===== config.mk =====
export PLATFORM = sky130hd
export DESIGN_NAME = firing_bitmap_to_sparse_list
export DESIGN_NICKNAME = d
export VERILOG_FILES = /design/src/rtl/fbsl_pkg.sv /design/src/rtl/fbsl_scan.sv /design/src/rtl/fbsl_pos.sv /design/src/rtl/firing_bitmap_to_sparse_list.sv
export SDC_FILE = /design/constraint.sdc
export NUM_CORES = 1
export LEC_CHECK = 0
export CORE_UTILIZATION = 57
export DETAILED_ROUTE_END_ITERATION = 12
export DONT_BUFFER_PORTS = 1
export PLACE_DENSITY = 0.86
export SYNTH_ARGS = -nofsm -noshare
export SYNTH_HDL_FRONTEND = slang
export SYNTH_SLANG_ARGS = --single-unit
export TNS_END_PERCENT = 100

===== constraint.sdc =====
create_clock -name clk_i -period 2.95 [get_ports clk_i]
set_input_delay 0.295 -clock clk_i [delete_from_list [all_inputs] [get_ports clk_i]]
set_output_delay 0.295 -clock clk_i [all_outputs]
set_load 0.01 [all_outputs]

===== src/rtl/fbsl_pkg.sv =====
// Shared types, constants and helpers for the firing bitmap to sparse list block.
package fbsl_pkg;

  localparam int unsigned WORD_BITS  = 32;
  localparam int unsigned BIT_W      = 5;
  localparam int unsigned WPOS_W     = 5;
  localparam int unsigned PPOS_W     = 7;
  localparam int unsigned CPOS_W     = 10;
  localparam int unsigned NEURON_W   = WPOS_W + BIT_W;
  localparam int unsigned PCNT_W     = 8;
  localparam int unsigned WPP_W      = 6;
  localparam int unsigned APB_AW     = 3;
  localparam int unsigned APB_DW     = 32;
  localparam int unsigned OUT_DW     = 32;

  localparam logic [PCNT_W-1:0] MAX_PARTITIONS = 8'd128;
  localparam logic [WPP_W-1:0]  MAX_WORDS      = 6'd32;
  localparam logic [CPOS_W-1:0] CYCLE_LAST     = 10'd1023;

  localparam logic [PCNT_W-1:0] PCNT_RESET = 8'd1;
  localparam logic [WPP_W-1:0]  WPP_RESET  = 6'd32;

  typedef enum logic {
    REG_PARTITION_COUNT     = 1'b0,
    REG_WORDS_PER_PARTITION = 1'b1
  } reg_idx_e;

  typedef enum logic {
    ST_IDLE = 1'b0,
    ST_SCAN = 1'b1
  } state_e;

  typedef struct packed {
    logic [CPOS_W-1:0] cycle;
    logic [PPOS_W-1:0] part;
    logic [WPOS_W-1:0] word;
  } pos_t;

  typedef struct packed {
    logic advance;
    logic clear;
  } pos_ctrl_t;

  typedef struct packed {
    logic [BIT_W-1:0]     bit_idx;
    logic [WORD_BITS-1:0] rest;
    logic                 last;
  } scan_res_t;

  // Zero acts as one, oversized values saturate at the maximum.
  function automatic logic [PCNT_W-1:0] clamp_pcnt(input logic [PCNT_W-1:0] v);
    logic [PCNT_W-1:0] r;
    r = v;
    if (v == '0) r = PCNT_W'(1);
    else if (v > MAX_PARTITIONS) r = MAX_PARTITIONS;
    return r;
  endfunction

  function automatic logic [WPP_W-1:0] clamp_wpp(input logic [WPP_W-1:0] v);
    logic [WPP_W-1:0] r;
    r = v;
    if (v == '0) r = WPP_W'(1);
    else if (v > MAX_WORDS) r = MAX_WORDS;
    return r;
  endfunction

endpackage


===== src/rtl/fbsl_scan.sv =====
// Shared bit-scan unit: finds the lowest set bit of a word and clears it.
module fbsl_scan import fbsl_pkg::*; (
  input  logic [WORD_BITS-1:0] rem_i,
  output scan_res_t            res_o
);

  logic [WORD_BITS-1:0] onehot;
  logic [WORD_BITS-1:0] rest;
  logic [BIT_W-1:0]     idx;

  assign onehot = rem_i & (~rem_i + WORD_BITS'(1));
  assign rest   = rem_i & (rem_i - WORD_BITS'(1));

  // Encode the isolated bit: an OR over independent lanes.
  always_comb begin
    idx = '0;
    for (int i = 0; i < WORD_BITS; i++) begin
      if (onehot[i]) idx = idx | BIT_W'(i);
    end
  end

  assign res_o.bit_idx = idx;
  assign res_o.rest    = rest;
  assign res_o.last    = (rest == '0);

endmodule


===== src/rtl/fbsl_pos.sv =====
// Word, partition and cycle position counters with configurable wrap limits.
module fbsl_pos import fbsl_pkg::*; (
  input  logic              clk_i,
  input  logic              rst_ni,
  input  pos_ctrl_t         ctrl_i,
  input  logic [PCNT_W-1:0] partition_count_i,
  input  logic [WPP_W-1:0]  words_per_partition_i,
  output pos_t              pos_o
);

  pos_t              pos_q, pos_d;
  logic [WPP_W-1:0]  wlim;
  logic [PCNT_W-1:0] plim;
  logic [WPOS_W-1:0] w_inc;
  logic [PPOS_W-1:0] p_inc;

  assign wlim  = clamp_wpp(words_per_partition_i);
  assign plim  = clamp_pcnt(partition_count_i);
  assign w_inc = pos_q.word + WPOS_W'(1);
  assign p_inc = pos_q.part + PPOS_W'(1);

  always_comb begin
    pos_d = pos_q;
    if (ctrl_i.clear) begin
      pos_d = '0;
    end else if (ctrl_i.advance) begin
      pos_d.word = w_inc;
      if (w_inc == '0 || {1'b0, w_inc} >= wlim) begin
        pos_d.word = '0;
        pos_d.part = p_inc;
        if (p_inc == '0 || {1'b0, p_inc} >= plim) begin
          pos_d.part = '0;
          // Saturate at the last cycle.
          if (pos_q.cycle != CYCLE_LAST) pos_d.cycle = pos_q.cycle + CPOS_W'(1);
        end
      end
    end
  end

  always_ff @(posedge clk_i or negedge rst_ni) begin
    if (!rst_ni) begin
      pos_q <= '0;
    end else begin
      pos_q <= pos_d;
    end
  end

  assign pos_o = pos_q;

endmodule


===== src/rtl/firing_bitmap_to_sparse_list.sv =====
// Top level: converts firing bitmap words into a stream of sparse firing records.
// A taken word is held in the sequencer; its records are registered at the output.
// Throughput: one record per cycle from the shared bit-scan unit while the output is free;
//   the input stays busy until a word's last set bit is emitted (an empty word does not hold it).
// Reset: rst_ni clears positions, output valid and the sequencer at once;
//   partition_count returns to 1 and words_per_partition to 32.
module firing_bitmap_to_sparse_list import fbsl_pkg::*; (
  input  logic              clk_i,
  input  logic              rst_ni,
  // Input stream
  input  logic              s_axis_tvalid,
  output logic              s_axis_tready,
  input  logic [31:0]       s_axis_tdata,   // [31:0] bitmap_word
  input  logic              s_axis_tlast,   // buffer_end
  // Output stream
  output logic              m_axis_tvalid,
  input  logic              m_axis_tready,
  output logic [OUT_DW-1:0] m_axis_tdata,   // [9:0] cycle_index, [16:10] partition_index,
                                            // [26:17] neuron_index, [31:27] zero
  output logic              m_axis_tlast,   // last_of_word
  // Configuration port
  input  logic              psel,
  input  logic              penable,
  input  logic              pwrite,
  input  logic [APB_AW-1:0] paddr,
  input  logic [APB_DW-1:0] pwdata,
  output logic [APB_DW-1:0] prdata,
  output logic              pready
);

  // ---------------------------------------------------------------------------
  // Configuration registers
  // ---------------------------------------------------------------------------
  logic [PCNT_W-1:0] pcnt_q;
  logic [WPP_W-1:0]  wpp_q;
  reg_idx_e          reg_idx;
  logic              cfg_wr;

  assign pready  = 1'b1;
  assign reg_idx = reg_idx_e'(paddr[2]);
  assign cfg_wr  = psel && penable && pwrite && pready;

  always_ff @(posedge clk_i or negedge rst_ni) begin
    if (!rst_ni) begin
      pcnt_q <= PCNT_RESET;
      wpp_q  <= WPP_RESET;
    end else if (cfg_wr) begin
      case (reg_idx)
        REG_PARTITION_COUNT:     pcnt_q <= pwdata[PCNT_W-1:0];
        REG_WORDS_PER_PARTITION: wpp_q  <= pwdata[WPP_W-1:0];
        default: ;
      endcase
    end
  end

  always_comb begin
    case (reg_idx)
      REG_PARTITION_COUNT:     prdata = {{(APB_DW-PCNT_W){1'b0}}, pcnt_q};
      REG_WORDS_PER_PARTITION: prdata = {{(APB_DW-WPP_W){1'b0}}, wpp_q};
      default:                 prdata = '0;
    endcase
  end

  // ---------------------------------------------------------------------------
  // Position counters: advance (or clear on buffer end) as each word is taken,
  // so the word's own positions are latched alongside its bitmap.
  // ---------------------------------------------------------------------------
  logic      in_acc;
  pos_ctrl_t pos_ctrl;
  pos_t      pos_cur;

  assign in_acc         = s_axis_tvalid && s_axis_tready;
  assign pos_ctrl.clear   = in_acc && s_axis_tlast;
  assign pos_ctrl.advance = in_acc && !s_axis_tlast;

  fbsl_pos u_pos (
    .clk_i                 (clk_i),
    .rst_ni                (rst_ni),
    .ctrl_i                (pos_ctrl),
    .partition_count_i     (pcnt_q),
    .words_per_partition_i (wpp_q),
    .pos_o                 (pos_cur)
  );

  // ---------------------------------------------------------------------------
  // Sequencer: hold the remaining bits and peel off one per cycle through the
  // shared scan unit whenever the output register is free.
  // ---------------------------------------------------------------------------
  state_e               state_q, state_d;
  logic [WORD_BITS-1:0] rem_q, rem_d;
  pos_t                 item_q;
  scan_res_t            scan;
  logic                 out_free;
  logic                 emit;

  fbsl_scan u_scan (
    .rem_i (rem_q),
    .res_o (scan)
  );

  assign out_free = !m_axis_tvalid || m_axis_tready;

  always_comb begin
    state_d       = state_q;
    rem_d         = rem_q;
    s_axis_tready = 1'b0;
    emit          = 1'b0;
    case (state_q)
      ST_IDLE: begin
        s_axis_tready = 1'b1;
        if (s_axis_tvalid) begin
          rem_d = s_axis_tdata;
          // An empty word produces nothing; stay ready.
          if (s_axis_tdata != '0) state_d = ST_SCAN;
        end
      end
      ST_SCAN: begin
        if (out_free) begin
          emit  = 1'b1;
          rem_d = scan.rest;
          if (scan.last) state_d = ST_IDLE;
        end
      end
      default: state_d = ST_IDLE;
    endcase
  end

  always_ff @(posedge clk_i or negedge rst_ni) begin
    if (!rst_ni) begin
      state_q <= ST_IDLE;
    end else begin
      state_q <= state_d;
    end
  end

  // Payload of the word in flight.
  always_ff @(posedge clk_i) begin
    rem_q <= rem_d;
    if (in_acc) item_q <= pos_cur;
  end

  // ---------------------------------------------------------------------------
  // Output register
  // ---------------------------------------------------------------------------
  logic                 m_valid_q;
  logic [CPOS_W-1:0]    o_cycle_q;
  logic [PPOS_W-1:0]    o_part_q;
  logic [NEURON_W-1:0]  o_neuron_q;
  logic                 o_last_q;

  always_ff @(posedge clk_i or negedge rst_ni) begin
    if (!rst_ni) begin
      m_valid_q <= 1'b0;
    end else if (emit) begin
      m_valid_q <= 1'b1;
    end else if (m_axis_tready) begin
      m_valid_q <= 1'b0;
    end
  end

  always_ff @(posedge clk_i) begin
    if (emit) begin
      o_cycle_q  <= item_q.cycle;
      o_part_q   <= item_q.part;
      o_neuron_q <= {item_q.word, scan.bit_idx};
      o_last_q   <= scan.last;
    end
  end

  assign m_axis_tvalid = m_valid_q;
  assign m_axis_tdata  = {{(OUT_DW-CPOS_W-PPOS_W-NEURON_W){1'b0}},
                          o_neuron_q, o_part_q, o_cycle_q};
  assign m_axis_tlast  = o_last_q;

  // ---------------------------------------------------------------------------
  // Assertions
  // ---------------------------------------------------------------------------
  // The scan state never runs on an exhausted word.
  a_scan_nonzero: assert property (@(posedge clk_i) disable iff (!rst_ni)
    state_q == ST_SCAN |-> rem_q != '0)
    else $error("scan state with no bits left");

  // An empty word leaves the block ready for the next one.
  a_empty_word: assert property (@(posedge clk_i) disable iff (!rst_ni)
    (in_acc && s_axis_tdata == '0) |=> s_axis_tready)
    else $error("empty word stalled the input");

  // Emitting the last record of a word returns the sequencer to idle.
  a_last_idle: assert property (@(posedge clk_i) disable iff (!rst_ni)
    (emit && scan.last) |=> (state_q == ST_IDLE && m_axis_tvalid && m_axis_tlast))
    else $error("last record did not close the word");

endmodule

# Word level (Yosys, flattened, before mapping)
# Cells that the tools add are included.
word_totals:
  reg_bits: 120
  latch_bits: 0
  mem_bits_rw: 0
  rom_bits: 0
  inputBits: 75
  output_inout_bits: 68
  wordCells: 122
  mem_count: 0
op_classes:
  n_addsub: 5
  multipliers: 0
  div_mod_pow: 0
  n_lt_le_gt_ge: 4
  eq_ne: 5
  shifts: 0
  muxes: 53
  bitwise_logic: 5
  reduce_logical: 30
op_table:
  columns: ["cell", "n"]
  rows:
  - ["32-bit one-hot mux with 2 select lines", 2]
  - ["22-bit two-way mux", 3]
  - ["32-bit AND", 2]
  - ["32-bit two-way mux", 2]
  - ["32-bit by 1-bit adder with 32-bit output (second input constant)", 1]
  - ["32-bit zero test", 1]
  - ["4-bit two-way mux", 8]
  - ["8-bit two-way mux", 4]
  - ["32-bit NOT", 1]
  - ["32-bit nonzero test", 1]
  - ["32-bit by 1-bit subtractor with 32-bit output (second input constant)", 1]
  - ["3-bit two-way mux", 8]
  - ["6-bit two-way mux", 4]
  - ["17-bit two-way mux", 1]
  - ["16-bit OR reduction", 1]
  - ["1-bit two-way mux", 13]
  - ["2-bit two-way mux", 6]
  - ["10-bit by 1-bit adder with 10-bit output (second input constant)", 1]
  - ["10-bit two-way mux", 1]
  - ["10-bit inequality test (second input constant)", 1]
  - ["2-bit nonzero test", 5]
  - ["7-bit by 8-bit >= comparator with 1-bit output", 1]
  - ["8-bit > comparator (second input constant)", 1]
  - ["8-bit zero test", 1]
  - ["other kinds (20)", 32]

# Depth between registers and ports, before layout
logic_depth:
  word_depth: 29
  mapped_depth: 13
  mapped_depth_nobuf: 12

# Cells and area by module
# From an unflattened synthesis, not the netlist that was laid out.
unflattened:
  cells_unflattened: 563
  hier_area_um2: 6597.6
modules_own_cells:
  columns: ["mod", "n_inst", "cells_each", "area_per_inst_um2", "seq_area_each_um2"]
  rows:
  - ["firing_bitmap_to_sparse_list", 1, 214, 3891.2, 2865.2]
  - ["fbsl_pos", 1, 192, 1757.9, 550.5]
  - ["fbsl_scan", 1, 157, 948.4, 0.0]

# Worst setup path after synthesis
# Ideal clock, no wire load.
synth_timing:
  path_kind: "reg2reg"
  startpoint: "reg u_pos.pos_q, in the netlist u_pos.pos_o[5]"
  endpoint: "reg u_pos.pos_q, in the netlist u_pos.pos_o[16]"
  t_arrival_ns: 2.748
  setup_slack_ns: 0.076
  stages_incl_launch_ff: 14
  n_path_buf: 1
  synth_period_minus_slack_ns: 2.874
  cell_sequence: "dfrtp_1 > ha_1 > nand3_1 > nor2_1 > xor2_1 > ha_1 > nand4b_1 > nor2_1 > inv_1 > o22ai_1 > nor2_1 > o41a_1 > buf_2 > a221o_1"
synth_via:
  elab_chain_len: 5
  elab_cells_between_ends: 6
  classes_between: "add/sub (1); order compare (1); reduce/logical (4)"
synth_lines:
  columns: ["element", "line_no", "text"]
  rows:
  - ["start: declaration", "fbsl_pos.sv:11", "pos_t pos_q, pos_d;"]
  - ["start signal: assignment", "fbsl_pos.sv:44", "pos_q <= pos_d;"]
  - ["7-bit by 1-bit adder with 7-bit output *", "fbsl_pos.sv:20", "assign p_inc = pos_q.part + PPOS_W'(1);"]
  - ["7-bit by 8-bit >= comparator with 1-bit output / 7-bit zero test (equally long branches)", "fbsl_pos.sv:31", "if (p_inc == '0 || {1'b0, p_inc} >= plim) begin"]
  - ["1-bit logical OR *", "fbsl_pos.sv:31", null]
  - ["2-bit nonzero test (no line) *", null, null]
  - ["4-bit AND reduction (no line) *", null, null]
# Mark *: on every way between the ends. The rest lies on a longest branch, timed or not.
# A chain may end at the register's enable or synchronous reset.

# Worst setup path in the final report
layout_timing:
  startpoint: "reg pcnt_q[5]"
  endpoint: "reg u_pos.pos_q, in the netlist u_pos.pos_o[16]"
layout_via:
  elab_chain_len: 7
  elab_cells_between_ends: 8
  classes_between: "order compare (2); mux (2); reduce/logical (4)"
layout_lines:
  columns: ["element", "line_no", "text"]
  rows:
  - ["start: declaration", "firing_bitmap_to_sparse_list.sv:34", "logic [PCNT_W-1:0] pcnt_q;"]
  - ["start signal: assignment", "firing_bitmap_to_sparse_list.sv:49", "REG_PARTITION_COUNT: pcnt_q <= pwdata[PCNT_W-1:0];"]
  - ["8-bit > comparator", "fbsl_pkg.sv:55", "else if (v > MAX_PARTITIONS) r = MAX_PARTITIONS;"]
  - ["8-bit two-way mux", "fbsl_pkg.sv:55", null]
  - ["8-bit two-way mux *", "fbsl_pkg.sv:54", "if (v == '0) r = PCNT_W'(1);"]
  - ["7-bit by 8-bit >= comparator with 1-bit output *", "fbsl_pos.sv:31", null]
  - ["1-bit logical OR *", "fbsl_pos.sv:31", null]
  - ["2-bit nonzero test (no line) *", null, null]
  - ["4-bit AND reduction (no line) *", null, null]
# Marks and branches as above.

==> flow_metrics.py <==
metrics = {
    "outcome": {
        "run_status": "finished clean",
    },
    "clock_network": {
        "clk_latency_ps": 540,
        "htree_num_levels": 4,
        "ctsRootBufferMaster": "sky130_fd_sc_hd__clkbuf_8",
        "cts_sinks": 120,
        "tritoncts": "built",
        "clock_buffer_depth": 2,
        "cts.clk_slew.worst_paths_ps": 60,
        "cts_made_buffers": 17,
    },
    "yosys": {
        "synth_cell_types": 71,
        "synth.yosys.seq_area_share_pct": 53.81,
        "synth-edff-count": 82,
        "synth_top_cell_area_share_pct": 38.79,
        "syn_avg_cell_area_sq_um": 11.38,
        "synth_most_common_cell": "sky130_fd_sc_hd__edfxtp_1",
        "synth_top_cells_by_count": "82 x sky130_fd_sc_hd__edfxtp_1, 39 x sky130_fd_sc_hd__nor2_1, 36 x sky130_fd_sc_hd__dfrtp_1",
        "post_synth_main_area_contributors": "sky130_fd_sc_hd__edfxtp_1 39%, sky130_fd_sc_hd__dfrtp_1 14%, sky130_fd_sc_hd__mux2_2 5.0%, sky130_fd_sc_hd__buf_4 3.5%, sky130_fd_sc_hd__ha_1 3.4%",
        "synth.yosys.warnings": 0,
        "synthDominantAreaCellType": "sky130_fd_sc_hd__edfxtp_1",
        "synth_top_flop_cell": "sky130_fd_sc_hd__edfxtp_1",
        "yosys_register_bits": 120,
        "synth_async_sr_flop_share_pct": 31.67,
        "mappedNetlistArea_sq_um": 6347,
        "post_synth_inst_count": 558,
    },
    "critical_path": {
        "worstReg2RegStart": "pcnt_q[5]",
        "path_max_fanout": 8,
        "worst_path_max_delay_cell": "sky130_fd_sc_hd__dfrtp_1",
        "timing.setup.critical_path_class": "flop to flop",
        "critical_path.reg2reg.endpoint": "u_pos.pos_o[16]",
        "crit_path_end_kind": "flop",
        "crit_path_cell_trace": "nor4_4, a21oi_1, nor2_1, ha_1, nand2b_1, a21o_1, a211oi_2, o22ai_2, buf_4, o211a_4, and3_1, a221o_1",
        "worst_path_bufs_invs": 1,
        "crit_required_ps": 3360,
        "rr_worst_depth": 12,
        "critical_path.top_delay_family": "compound AO/OA/AOI/OAI gates",
        "worst-r2r-setup-slack_ps": 20,
        "critPathArrivalTime_ps": 3350,
        "start_kind": "flop",
        "crit_path_max_incr_delay_ps": 440,
    },
    "final_layout": {
        "instances_no_fill": 791,
        "fillers": 692,
        "multi_input_comb_area_sq_um": 2816,
        "insertedDiodeCount": 0,
        "number_of_nets_in_the_layout": 730,
        "drive_gt1_share_pct": 21.66,
        "area.growth.synth_to_final_pct": 22.83,
        "area.sequential_sq_um": 3420,
    },
    "power": {
        "share_comb_of_total_power_pct": 10.6,
        "power_report.internal_total_mw": 3.415,
        "power_switching_mw": 1.105,
        "power_density_nw_per_um2": 579.8,
        "share_of_power_burned_in_registers_pct": 44.5,
        "static_leakage_nw": 3.133,
        "net_switching_fraction_of_the_power_pct": 24.45,
        "vdd.ir_drop.worst_uv": 490.6,
        "power.clock.fraction_pct": 44.9,
    },
    "placed_design": {
        "placed_cells_incl_taps": 715,
        "port_buf_inserts": 0,
        "gp_congestion": 0.9213,
        "detailed_place_hpwl_microns": 10510,
    },
    "timing": {
        "finalClockSkew_ps": 9.037,
        "final_period_minus_worst_setup_slack_ps": 2934,
        "finalCritPeriodShare_pct": 99.47,
        "maxSlewViolCount": 0,
        "clock.fmax_ghz": 0.3408,
        "final-setup-viol-count": 0,
        "setup_tns_ps": 0,
        "final-hold-violation-count": 0,
        "relative_max_transition_margin_pct": 46.12,
        "tightestPinTransition_ps": 808.2,
        "rsz0062_at_grt": "yes",
    },
    "global_route": {
        "grt.total_usage_pct": 29.77,
        "grt.busiest_layer": "met2",
        "grt_first_pass_wirelength_microns": 25570,
        "groute.layer.met1.usage_pct": 35.65,
        "initial_antenna_violation_count": 0,
        "met3_demand_to_capacity_share_in_global_routing_pct": 7.748,
        "grt_overflow_total": 0,
        "use_met2_pct": 49.73,
        "first_global_vias": 4938,
        "grt_max_degree": 41,
    },
    "die": {
        "floorplan.initialDensity_pct": 58.55,
        "floorplan.die.height_microns": 107.5,
        "top_level_ports": 143,
        "fp-row-count": 38,
        "core_area_sq_um": 10840,
        "chipWidth_microns": 107.5,
        "die_area_sq_um": 11560,
    },
    "drt": {
        "total_wirelength_microns": 17250,
        "total_drc_errors_in_the_routed_layout": 0,
        "routed_via_density": 6.511,
        "drt_iter0_markers": 448,
        "antenna_violating_nets_post_route": 0,
        "post_drt_wl_per_cell_microns": 21.81,
        "route.vias.total": 5150,
        "drtPass1Iterations": 7,
    },
    "worst_hold_path": {
        "worst_hold_path.num_cells": 2,
        "hold_path.startpoint": "s_axis_tdata[4]",
        "worst_hold_path_type": "input pin to flop",
        "endpoint_with_the_worst_hold_slack": "rem_q[4]",
    },
    "run": {
        "maxCapViolCount": 0,
    },
}
## cells in the final DEF, fill, tap and decap left out, types with 10 or more instances in the layout
master	instances
sky130_fd_sc_hd__a21oi_1	15
sky130_fd_sc_hd__buf_4	43
sky130_fd_sc_hd__clkbuf_16	16
sky130_fd_sc_hd__conb_1	30
sky130_fd_sc_hd__dfrtp_1	33
sky130_fd_sc_hd__dlygate4sd3_1	36
sky130_fd_sc_hd__edfxtp_1	82
sky130_fd_sc_hd__ha_1	14
sky130_fd_sc_hd__inv_1	23
sky130_fd_sc_hd__mux2_2	28
sky130_fd_sc_hd__nand2_1	32
sky130_fd_sc_hd__nand2b_1	15
sky130_fd_sc_hd__nand3_1	15
sky130_fd_sc_hd__nor2_1	36
sky130_fd_sc_hd__nor3_1	10
sky130_fd_sc_hd__nor4_1	19
sky130_fd_sc_hd__o21ai_0	24
## power by group through the flow
| stage | logic [mW] | registers [mW] | clock network, mW |
|---|---|---|---|
| floorplan | 0.311 | 1.99 | 0 |
| global placement | 0.348 | 2.01 | 0 |
| detailed placement | 0.364 | 2.02 | 0 |
| CTS | 0.425 | 1.99 | 2.05 |
| global route | 0.520 | 2.01 | 2.13 |
| finish | 0.479 | 2.01 | 2.03 |
## metrics by stage
| stage | area (sq um) | utilization (%) | hold WS (ps) | total power [mW] | setup WS, ps |
|---|---|---|---|---|---|
| after floorplan | 6452 | - | -0.5911 | 2.301 | 75.89 |
| after global routing | 7796 | 71.92 | 19.83 | 4.659 | -107.1 |
| after CTS | 7575 | 69.88 | 2.819 | 4.462 | 10.89 |
| after detailed placement | 6611 | 60.99 | 0.5208 | 2.383 | -30.37 |
| final | 7796 | 71.92 | 29.23 | 4.520 | 15.77 |
| after global placement | 6611 | 60.99 | 0.4228 | 2.358 | 78.40 |
## how the worst max path moves through the flow
stage | startpoint | end | slack, ps | cells after the start
after floorplan | u_pos.pos_o[5] | u_pos.pos_o[16] | 80 | 13
after global placement | u_pos.pos_o[5] | u_pos.pos_o[19] | 80 | 12
after detailed placement | u_pos.pos_o[5] | u_pos.pos_o[14] | -30 | 12
after CTS | pcnt_q[1] | u_pos.pos_o[16] | 10 | 12
after global routing | pcnt_q[5] | u_pos.pos_o[16] | -110 | 12
final | pcnt_q[5] | u_pos.pos_o[16] | 20 | 12
## cell type report
class	instances	area share (%)
Tap cell	140	2.247
Sequential cell	120	43.86
Multi-Input combinational cell	394	36.13
Timing Repair Buffer	82	9.308
Clock inverter	10	1.669
Clock buffer	22	5.681
Inverter	23	1.107
## flip-flops by register name, summed over array words and instances (netlist names), 6 cells and up
signal	count
o_neuron_q	10
rem_q	32
wpp_q	6
item_q	22
pcnt_q	8
u_pos.pos_o	22
o_part_q	7
o_cycle_q	10
## cell families after synthesis
kind of cell               synth area share (%)
buffers and inverters                     6.229
muxes                                     5.125
AOI/OAI and AO/OA                         13.76
other                                    0.1183
and+or+nand+nor                           16.18
adders and majority gates                 3.666
xor gates and xnor gates                  1.104
DFF                                       53.81
## repair_timing
item / CTS / global route
setup buffers: 0 / 7
cloned: 0 / 1
setup endpoints to repair: 8 / 25
hold buffers: 37 / 0
resized for setup: 2 / 33
pin swaps: 1 / 21
endpoints found under the hold margin: 79 / 0
## routing by layer
layer | vias up | wire length, microns
li1 | 2239 | -
met1 | 2494 | 6404
met2 | 342 | 8710
met3 | 75 | 1490
met4 | 0 | 648
met5 | - | 0
No activity file was read; power rests on OpenSTA's default activity.
